## src/rtl/lpsd_pkg.sv

```systemverilog
// ----------------------------------------------------------------------------
// lpsd_pkg
// Shared types and constants of the length-prefixed SDNV decoder.
// ----------------------------------------------------------------------------
package lpsd_pkg;

	localparam int MAX_VALUE_BYTES_DEF = 8;
	localparam int VALUE_W             = 64;
	localparam int USED_W              = 4;
	localparam int OUT_TDATA_W         = 72;

	typedef enum logic [1:0] {
		ST_OK    = 2'd0,
		ST_TRUNC = 2'd1,
		ST_OVFL  = 2'd2
	} status_t;

	typedef struct packed {
		logic       eob;
		logic [7:0] data;
	} in_item_t;

	typedef struct packed {
		logic [VALUE_W-1:0] value;
		logic [USED_W-1:0]  used;
		status_t            status;
	} result_t;

endpackage

```

## src/rtl/length_prefixed_sdnv_decoder.sv

```systemverilog
// ----------------------------------------------------------------------------
// length_prefixed_sdnv_decoder
// Decodes a byte stream of length-prefixed SDNVs into 64-bit values.
//
// Input channel (s_*): one encoded byte per request, s_tlast marks the last
// byte available in the buffer. Output channel (m_*): one request per
// finished or failed value, carrying value, bytes used and status.
// A taken byte is held in the input register and decoded from there; the
// output register, which drives m_*, loads each result that completes.
// One byte per cycle is sustained unless a completing byte meets a held
// result; bytes that end no value pass even while a result waits. The
// shift-or into the accumulator in the decode stage sets that rate.
// When the receiver stalls, the result holds in the output register and
// the next completing byte waits in the input register; s_tready falls
// only then. Reset clears the decoder to wait for a leading byte and
// empties both registers.
// ----------------------------------------------------------------------------
module length_prefixed_sdnv_decoder
	import lpsd_pkg::*;
#(
	parameter int MAX_VALUE_BYTES = MAX_VALUE_BYTES_DEF
) (
	input  logic                   clk,
	input  logic                   arst_n,
	input  logic                   s_tvalid,
	output logic                   s_tready,
	input  logic [7:0]             s_tdata,   // data_byte
	input  logic                   s_tlast,   // end_of_buffer
	output logic                   m_tvalid,
	input  logic                   m_tready,
	output logic [OUT_TDATA_W-1:0] m_tdata    // decoded_value, bytes_used, status, pad
);

	in_item_t item_in;
	in_item_t item_s1;
	logic     valid_s1;
	logic     advance;
	logic     res_valid;
	logic     out_free;
	result_t  res;
	result_t  res_q;

	assign item_in  = {s_tlast, s_tdata};
	assign s_tready = !valid_s1 || advance;

	lpsd_in_reg u_in (
		.clk      (clk),
		.arst_n   (arst_n),
		.load     (s_tvalid && s_tready),
		.drain    (advance),
		.item_in  (item_in),
		.valid_s1 (valid_s1),
		.item_s1  (item_s1)
	);

	lpsd_decode #(
		.MAX_VALUE_BYTES (MAX_VALUE_BYTES)
	) u_dec (
		.clk       (clk),
		.arst_n    (arst_n),
		.valid_s1  (valid_s1),
		.item_s1   (item_s1),
		.out_free  (out_free),
		.advance   (advance),
		.res_valid (res_valid),
		.res       (res)
	);

	lpsd_out_reg u_out (
		.clk      (clk),
		.arst_n   (arst_n),
		.load     (advance && res_valid),
		.res_in   (res),
		.take     (m_tready),
		.out_free (out_free),
		.valid_q  (m_tvalid),
		.res_q    (res_q)
	);

	assign m_tdata = {2'b00, res_q.status, res_q.used, res_q.value};

endmodule

```

## src/rtl/lpsd_in_reg.sv

```systemverilog
// ----------------------------------------------------------------------------
// lpsd_in_reg
// Input register: holds one accepted byte until the decode stage takes it.
// ----------------------------------------------------------------------------
module lpsd_in_reg
	import lpsd_pkg::*;
(
	input  logic     clk,
	input  logic     arst_n,
	input  logic     load,
	input  logic     drain,
	input  in_item_t item_in,
	output logic     valid_s1,
	output in_item_t item_s1
);

	always_ff @(posedge clk or negedge arst_n) begin
		if (!arst_n) begin
			valid_s1 <= 1'b0;
		end else if (load) begin
			valid_s1 <= 1'b1;
		end else if (drain) begin
			valid_s1 <= 1'b0;
		end
	end

	always_ff @(posedge clk) begin
		if (load) begin
			item_s1 <= item_in;
		end
	end

endmodule

```

## src/rtl/lpsd_decode.sv

```systemverilog
// ----------------------------------------------------------------------------
// lpsd_decode
// Decode state and single-pass step logic: one byte per advance.
// ----------------------------------------------------------------------------
module lpsd_decode
	import lpsd_pkg::*;
#(
	parameter int MAX_VALUE_BYTES = MAX_VALUE_BYTES_DEF
) (
	input  logic     clk,
	input  logic     arst_n,
	input  logic     valid_s1,
	input  in_item_t item_s1,
	input  logic     out_free,
	output logic     advance,
	output logic     res_valid,
	output result_t  res
);

	// widest value that can still be reported as ok
	localparam int ACC_W = (MAX_VALUE_BYTES >= 8) ? VALUE_W : 8 * MAX_VALUE_BYTES + 4;
	localparam logic [3:0] MAX_CNT = 4'(MAX_VALUE_BYTES);

	logic             collecting_q;
	logic [3:0]       left_q;
	logic [3:0]       total_q;
	logic             ovf_q;
	logic [ACC_W-1:0] acc_q;

	logic             collecting_d;
	logic [3:0]       left_d;
	logic [3:0]       total_d;
	logic             ovf_d;
	logic [ACC_W-1:0] acc_d;

	logic [3:0]       count;
	logic [3:0]       nib;
	logic [3:0]       left_dec;
	logic [ACC_W-1:0] acc_shift;

	assign count     = {1'b0, item_s1.data[6:4]} + 4'd1;
	assign nib       = item_s1.data[3:0];
	assign left_dec  = left_q - 4'd1;
	assign acc_shift = {acc_q[ACC_W-9:0], item_s1.data};

	always_comb begin
		res_valid    = 1'b0;
		res.value    = '0;
		res.used     = 4'd1;
		res.status   = ST_OK;
		collecting_d = collecting_q;
		left_d       = left_q;
		total_d      = total_q;
		ovf_d        = ovf_q;
		acc_d        = acc_q;
		if (!collecting_q) begin
			if (!item_s1.data[7]) begin
				res_valid = 1'b1;
				res.value = VALUE_W'(item_s1.data[6:0]);
			end else if (item_s1.eob) begin
				res_valid  = 1'b1;
				res.status = ST_TRUNC;
			end else begin
				collecting_d = 1'b1;
				left_d       = count;
				total_d      = count + 4'd1;
				acc_d        = ACC_W'(nib);
				ovf_d        = ((count == 4'd8) && (nib != 4'd0)) || (count > MAX_CNT);
			end
		end else begin
			acc_d  = acc_shift;
			left_d = left_dec;
			if (left_dec == 4'd0) begin
				res_valid = 1'b1;
				res.used  = total_q;
				if (ovf_q) begin
					res.status = ST_OVFL;
				end else begin
					res.value = VALUE_W'(acc_shift);
				end
			end else if (item_s1.eob) begin
				res_valid  = 1'b1;
				res.used   = total_q - left_dec;
				res.status = ST_TRUNC;
			end
		end
		if (res_valid) begin
			collecting_d = 1'b0;
			left_d       = 4'd0;
			total_d      = 4'd0;
			ovf_d        = 1'b0;
		end
	end

	assign advance = valid_s1 && (!res_valid || out_free);

	always_ff @(posedge clk or negedge arst_n) begin
		if (!arst_n) begin
			collecting_q <= 1'b0;
			left_q       <= 4'd0;
			total_q      <= 4'd0;
			ovf_q        <= 1'b0;
		end else if (advance) begin
			collecting_q <= collecting_d;
			left_q       <= left_d;
			total_q      <= total_d;
			ovf_q        <= ovf_d;
		end
	end

	always_ff @(posedge clk) begin
		if (advance) begin
			acc_q <= acc_d;
		end
	end

endmodule

```

## src/rtl/lpsd_out_reg.sv

```systemverilog
// ----------------------------------------------------------------------------
// lpsd_out_reg
// Result register: holds one result until the receiver takes it.
// ----------------------------------------------------------------------------
module lpsd_out_reg
	import lpsd_pkg::*;
(
	input  logic    clk,
	input  logic    arst_n,
	input  logic    load,
	input  result_t res_in,
	input  logic    take,
	output logic    out_free,
	output logic    valid_q,
	output result_t res_q
);

	assign out_free = !valid_q || take;

	always_ff @(posedge clk or negedge arst_n) begin
		if (!arst_n) begin
			valid_q <= 1'b0;
		end else if (load) begin
			valid_q <= 1'b1;
		end else if (take) begin
			valid_q <= 1'b0;
		end
	end

	always_ff @(posedge clk) begin
		if (load) begin
			res_q <= res_in;
		end
	end

endmodule

```

## config.mk

```make
export PLATFORM = sky130hd
export DESIGN_NAME = length_prefixed_sdnv_decoder
export DESIGN_NICKNAME = d
export VERILOG_FILES = /design/src/rtl/lpsd_pkg.sv /design/src/rtl/length_prefixed_sdnv_decoder.sv /design/src/rtl/lpsd_in_reg.sv /design/src/rtl/lpsd_decode.sv /design/src/rtl/lpsd_out_reg.sv
export SDC_FILE = /design/constraint.sdc
export NUM_CORES = 1
export LEC_CHECK = 0
export ABC_AREA = 1
export BUFFER_PORTS_ARGS = -buffer_cell sky130_fd_sc_hd__buf_2
export CAP_MARGIN = 20
export CORE_UTILIZATION = 36
export CTS_CLUSTER_DIAMETER = 60
export DETAILED_ROUTE_END_ITERATION = 12
export HOLD_SLACK_MARGIN = 0.05
export REMOVE_ABC_BUFFERS = 1
export SYNTH_ARGS = -nofsm -noshare
export SYNTH_HDL_FRONTEND = slang
export SYNTH_SLANG_ARGS = --single-unit
```

## constraint.sdc

```tcl
create_clock -name clk -period 5.4 [get_ports clk]
set_clock_uncertainty 0.05 [all_clocks]
set_input_delay 1.62 -clock clk [delete_from_list [all_inputs] [get_ports clk]]
set_output_delay 1.62 -clock clk [all_outputs]
set_load 0.005 [all_outputs]
```

**Yosys cells after proc, flatten, opt, wreduce, memory -nomap -nowiden**

Index checks and enable logic that the tools add are counted.

- Register bits: 147
- Latch bits: 0
- Bits in writable memories: 0
- Bits in read-only memories: 0
- Input port bits: 13
- Output and inout port bits: 74
- Word-level logic and storage cells: 80
- Memories: 0

- $add $sub $neg: 4
- $mul: 0
- Divide/modulo/power cells: 0
- Order comparisons: 1
- Eq/ne operators: 5
- Shift-type cells: 0
- Muxes and demuxes: 37
- Bitwise operators: 0
- Reductions and logical operators: 21

Operator list:

| cell | number |
|---|---|
| 64-bit 2-to-1 mux | 3 |
| 56-bit 2-to-1 mux | 3 |
| 4-bit 2-to-1 mux | 8 |
| 1-bit 2-to-1 mux | 17 |
| 6-bit 2-to-1 mux | 2 |
| 2-bit nonzero test | 4 |
| 7-bit 2-to-1 mux | 1 |
| 2-bit 2-to-1 mux | 3 |
| 3-bit AND reduction | 2 |
| 3-bit by 1-bit adder with 4-bit output, second input constant | 1 |
| 4-bit by 1-bit adder with 4-bit output, second input constant | 1 |
| 4-bit equality test, second input constant | 1 |
| 4-bit greater-than comparator, second input constant | 1 |
| 1-bit logical AND | 4 |
| 4-bit logical NOT | 1 |
| 1-bit logical OR | 4 |
| 2-bit != test, second input constant | 2 |
| 4-bit AND reduction | 1 |
| 4-bit nonzero test | 1 |
| 4-bit by 1-bit subtractor with 4-bit output, second input constant | 1 |
| 4-bit subtractor | 1 |
| 1-bit logical NOT | 3 |
| 3-bit by 2-bit != test with 1-bit output, second input constant | 1 |
| 3-bit nonzero test | 1 |
| 2-bit by 1-bit != test with 1-bit output, second input constant | 1 |

**Depth between registers and ports, before layout**

- Word-level depth: 10
- Gate-level depth with buffers: 12
- Depth with buffers taken out: 12

**Modules after synthesis**

From an unflattened synthesis, not the netlist that was laid out.

- Cell total of the unflattened synthesis: 541
- Area, all modules: 6371.1 um^2

By module, submodules not included:

| module | instances | cells each | area an instance (um^2) | seq. area each (um^2) |
|---|---|---|---|---|
| lpsd_decode | 1 | 443 | 3867.5 | 1931.9 |
| lpsd_out_reg | 1 | 75 | 2147.1 | 2127.0 |
| lpsd_in_reg | 1 | 14 | 310.3 | 295.3 |
| length_prefixed_sdnv_decoder | 1 | 9 | 46.3 | 0.0 |

**Worst setup path before layout**

No wires, ideal clock.

- Path type: input-to-reg
- Start: input port m_tready
- End: register u_dec.acc_q[0] (enable)
- Setup time: 488 ps
- Arrival time: 4608 ps
- Required time: 4862 ps
- Slack: 254 ps
- Stages: 4
- Buffers on the path: 0
- Cells stage by stage: nor2_1 > nand2_1 > nand2_1 > a21oi_1

- Cells in the longest elaborated chain, start to end: 4

RTL lines:

| what | RTL line | source |
|---|---|---|
| start: declaration | length_prefixed_sdnv_decoder.sv:30 | `input logic m_tready,` |
| 1-bit logical OR | lpsd_out_reg.sv:18 | `assign out_free = !valid_q \|\| take;` |
| 1-bit logical OR | lpsd_decode.sv:95 | `assign advance = valid_s1 && (!res_valid \|\| out_free);` |
| 1-bit logical AND | lpsd_decode.sv:95 |  |
| 3-bit AND reduction (no line) | - |  |
| end signal: assignment | lpsd_decode.sv:113 | `acc_q <= acc_d;` |
| end: declaration | lpsd_decode.sv:28 | `logic [ACC_W-1:0] acc_q;` |

Every way passes these cells.
A chain may end at the register's enable or synchronous reset.

**Worst setup path after layout**

- Start: input port m_tready
- End: output port s_tready

- Cells in the longest elaborated chain, start to end: 4

RTL lines:

| what | RTL line | source |
|---|---|---|
| 1-bit logical OR | lpsd_out_reg.sv:18 |  |
| 1-bit logical OR | lpsd_decode.sv:95 |  |
| 1-bit logical AND | lpsd_decode.sv:95 |  |
| 1-bit logical OR | length_prefixed_sdnv_decoder.sv:44 | `assign s_tready = !valid_s1 \|\| advance;` |
| end: declaration | length_prefixed_sdnv_decoder.sv:26 | `output logic s_tready,` |

Every way passes these cells.

==> results.txt <==
Row Count -> 47
slew at the pin closest to its max-slew limit -> 0.915 ns
first-pass GRT wire length -> 16400 µm
Post-synth top cells -> 135 x edfxtp_1, 135 x inv_1, 99 x nand2_1
sequential fraction of the synthesis area -> 69.2%
CTS Buf Count -> 17
Post-route DRC -> 0
setup TNS -> 0 ns
worst r2r src -> u_dec.collecting_q$_DFFE_PN0P_
CTS clk-pin slew, worst paths -> 0.05 ns
clock sink total -> 147
unrepaired setup endpoints after global routing -> no
Clk pwr share -> 38.2%
Critical Path AT -> 2.17 ns
Post-synth EDFFs -> 135
Synth async-reset ratio -> 8.16%
CP Class -> in2out
drt pass-1 iters -> 4
Die Ht -> 134 µm
setup ws final -> 1.56 ns
GRT overflow -> 0
sequential power share -> 46.4%
total of warnings raised by yosys -> 0
Non-Filler Instances -> 855
area grow syn2layout -> 20.1%
routed vias/inst -> 4.10
post-detail-place hpwl -> 6630 µm
routability cong. -> 0.778
Post-CTS Hold Buffers -> 0
Top Ports -> 87
Root Driver -> clkbuf_16
CP Capture Type -> output port
crit share post-route -> 71.1%
Leak -> 3.51 nW
Max-cap violations -> 0
Tot GR Track Use -> 12.1%
Yosys top cell area share -> 64.4%
die area -> 0.0180 mm²
WL final -> 10200 µm
CTS tree -> done
post-synth cell types -> 32
diode count -> 0
Post-CTS Resized -> 0
Worst-Skew Late Latency -> 0.41 ns
width of the chip -> 134 µm
worst hold path startpoint -> u_in.item_s1[2]$_DFFE_PP_
Slew headroom -> 38.8%
Final nets -> 647
slowest CP cell -> nor2_1
layout cell share with drive strength beyond 1 -> 25.5%
routed len/inst -> 11.9 µm
Critical Path Most Common Cell -> buf_2
CP max stage delay -> 0.16 ns
setup violators final -> 0
Fillers -> 1570
DRT antenna net count -> 0
Psw -> 0.000824 W
synth top area cells -> edfxtp_1 64%, inv_1 8.0%, nand2_1 5.9%, nor2_4 5.5%, dfrtp_1 4.8%
Achievable Freq -> 0.261 GHz
minimum clock period -> 3.84 ns
final hold slack -> 0.416 ns
Syn Std Cell Area -> 0.00630 mm²
Hold Path End -> u_dec.acc_q[2]$_DFFE_PP_
critical path cell sequence -> buf_2 -> nor2_1 -> nand3_1 -> buf_2
initial antenna violation count -> 0
Initial Utilization -> 37.4%
Final Total Pwr -> 0.00323 W
leading area contributor after synthesis -> edfxtp_1
initial DRC count -> 216
Core Box Area -> 0.0168 mm²
Synth Instances -> 530
Setup WS pre-CTS -> 1.56 ns
P_int -> 0.00241 W
largest net degree at the start of global routing -> 66
length in cells of the worst reg-to-reg path -> 10
max-slew violation count -> 0
critical path startpoint category -> primary input
Hold Path Depth -> 0
crit path max fanout -> 3
register area -> 0.00436 mm²
peak supply drop -> 0.000304 V
Multi-input gate area -> 0.00131 mm²
end of the worst register-to-register path -> u_dec.acc_q[51]$_SDFFCE_PN0P_
number of global-route vias before repair -> 3393
input/output buffers -> 84
Inst Count DP -> 825
worst hold path type -> reg2reg
Worst Path Required -> 3.73 ns
Pwr Density -> 427 mW/mm²
prevailing post-synth register cell -> edfxtp_1
R2R Setup Slk -> 2.22 ns
outcome -> finished, final reports clean
Sw Share -> 25.5%
H-tree depth -> 4
routed vias -> 3502
final hold vios -> 0
Gate power share -> 15.3%
Seq cells post-synth -> 147
clk buf depth -> 2
Post-CTS Setup Repair Bufs -> 0
Avg Cell Area, Syn -> 11.9 µm²
[registers in the layout, indices dropped and copies added (netlist names), 4 cells and up]
signal,cells
u_dec.left_q,4
u_in.item_s1,9
u_out.res_q,70
u_dec.total_q,4
u_dec.acc_q,56
[logic make-up after synthesis]
group,Yosys count,share of synthesized area [%]
adder cells (fa/ha/maj),9,1.91
flip-flops,147,69.2
AO/OA/AOI/OAI,19,1.69
buffers and inverters,152,10.2
other,1,0.0596
XOR/XNOR,2,0.278
AND/OR/NAND/NOR,200,16.7
[power groups by stage]
stage | clock [W] | combinational, W | sequential, W
6_report | 0.00124 | 0.000495 | 0.00150
5_1_grt | 0.00129 | 0.000571 | 0.00152
4_1_cts | 0.00126 | 0.000496 | 0.00151
3_5_place_dp | 0 | 0.000492 | 0.00153
3_3_place_gp | 0 | 0.000485 | 0.00152
2_1_floorplan | 0 | 0.000303 | 0.00155
[area by class of cell]
cell class	instances	area share, %
inverter	137	6.85
clock inverter	12	2.51
sequential	147	57.6
timing repair buffer	90	6.42
multi-input combinational	232	17.4
tap	220	3.64
clock buffer	17	5.63
[per-layer routing]
layer  share of wire, %  routed length (µm)  up-vias  track usage [%]
met3                5.2                 533       10             3.63
met1                 47                4740     1571             15.3
li1                   -                   -     1828                -
met4                1.3                 133        0             5.06
met2                 47                4760       93             19.4
met5                  0                   0        -                0
[layout by cell type, fill, tap and decap left out, types with 2 or more instances in the layout]
| cell | Yosys | layout |
|---|---|---|
| a21oi_1 | 5 | 4 |
| buf_2 | 3 | 84 |
| buf_4 | 3 | 5 |
| bufinv_16 | 0 | 5 |
| clkbuf_16 | 0 | 17 |
| clkinv_2 | 0 | 5 |
| conb_1 | 1 | 2 |
| dfrtp_1 | 12 | 11 |
| edfxtp_1 | 135 | 135 |
| ha_1 | 8 | 8 |
| inv_1 | 135 | 134 |
| nand2_1 | 99 | 99 |
| nand3_1 | 14 | 14 |
| nand3b_1 | 3 | 3 |
| nor2_1 | 44 | 44 |
| nor2_2 | 2 | 2 |
| nor2_4 | 31 | 31 |
| o21ai_0 | 11 | 11 |
| or2_2 | 2 | 2 |
| xnor2_1 | 2 | 2 |
[per-stage QoR]
stage | instance area (µm²) | util (%)
global route | 7560 | 45.0
finish | 7560 | 45.0
floorplan | 6170 | -
CTS | 7530 | 44.8
detailed placement | 6920 | 41.1
global placement | 6920 | 41.1
[worst max-delay path by stage]
stage	startpoint	to	slack, ns	depth (start not counted)
after floorplan	u_dec.collecting_q$_DFFE_PN0P_	u_dec.acc_q[0]$_DFFE_PP_	0.14	8
after global placement	m_tready	s_tready	1.57	4
after detailed placement	m_tready	s_tready	1.56	4
after CTS	m_tready	s_tready	1.55	4
after global routing	u_dec.collecting_q$_DFFE_PN0P_	s_tready	1.44	8
final	m_tready	s_tready	1.56	4
[worst max-delay path, delay by kind of cell]
family                 cells  cell delay [ns]
buffers and inverters      2             0.25
AND/OR/NAND/NOR            2             0.29
Note: power is estimated with default switching activity, not from simulation.
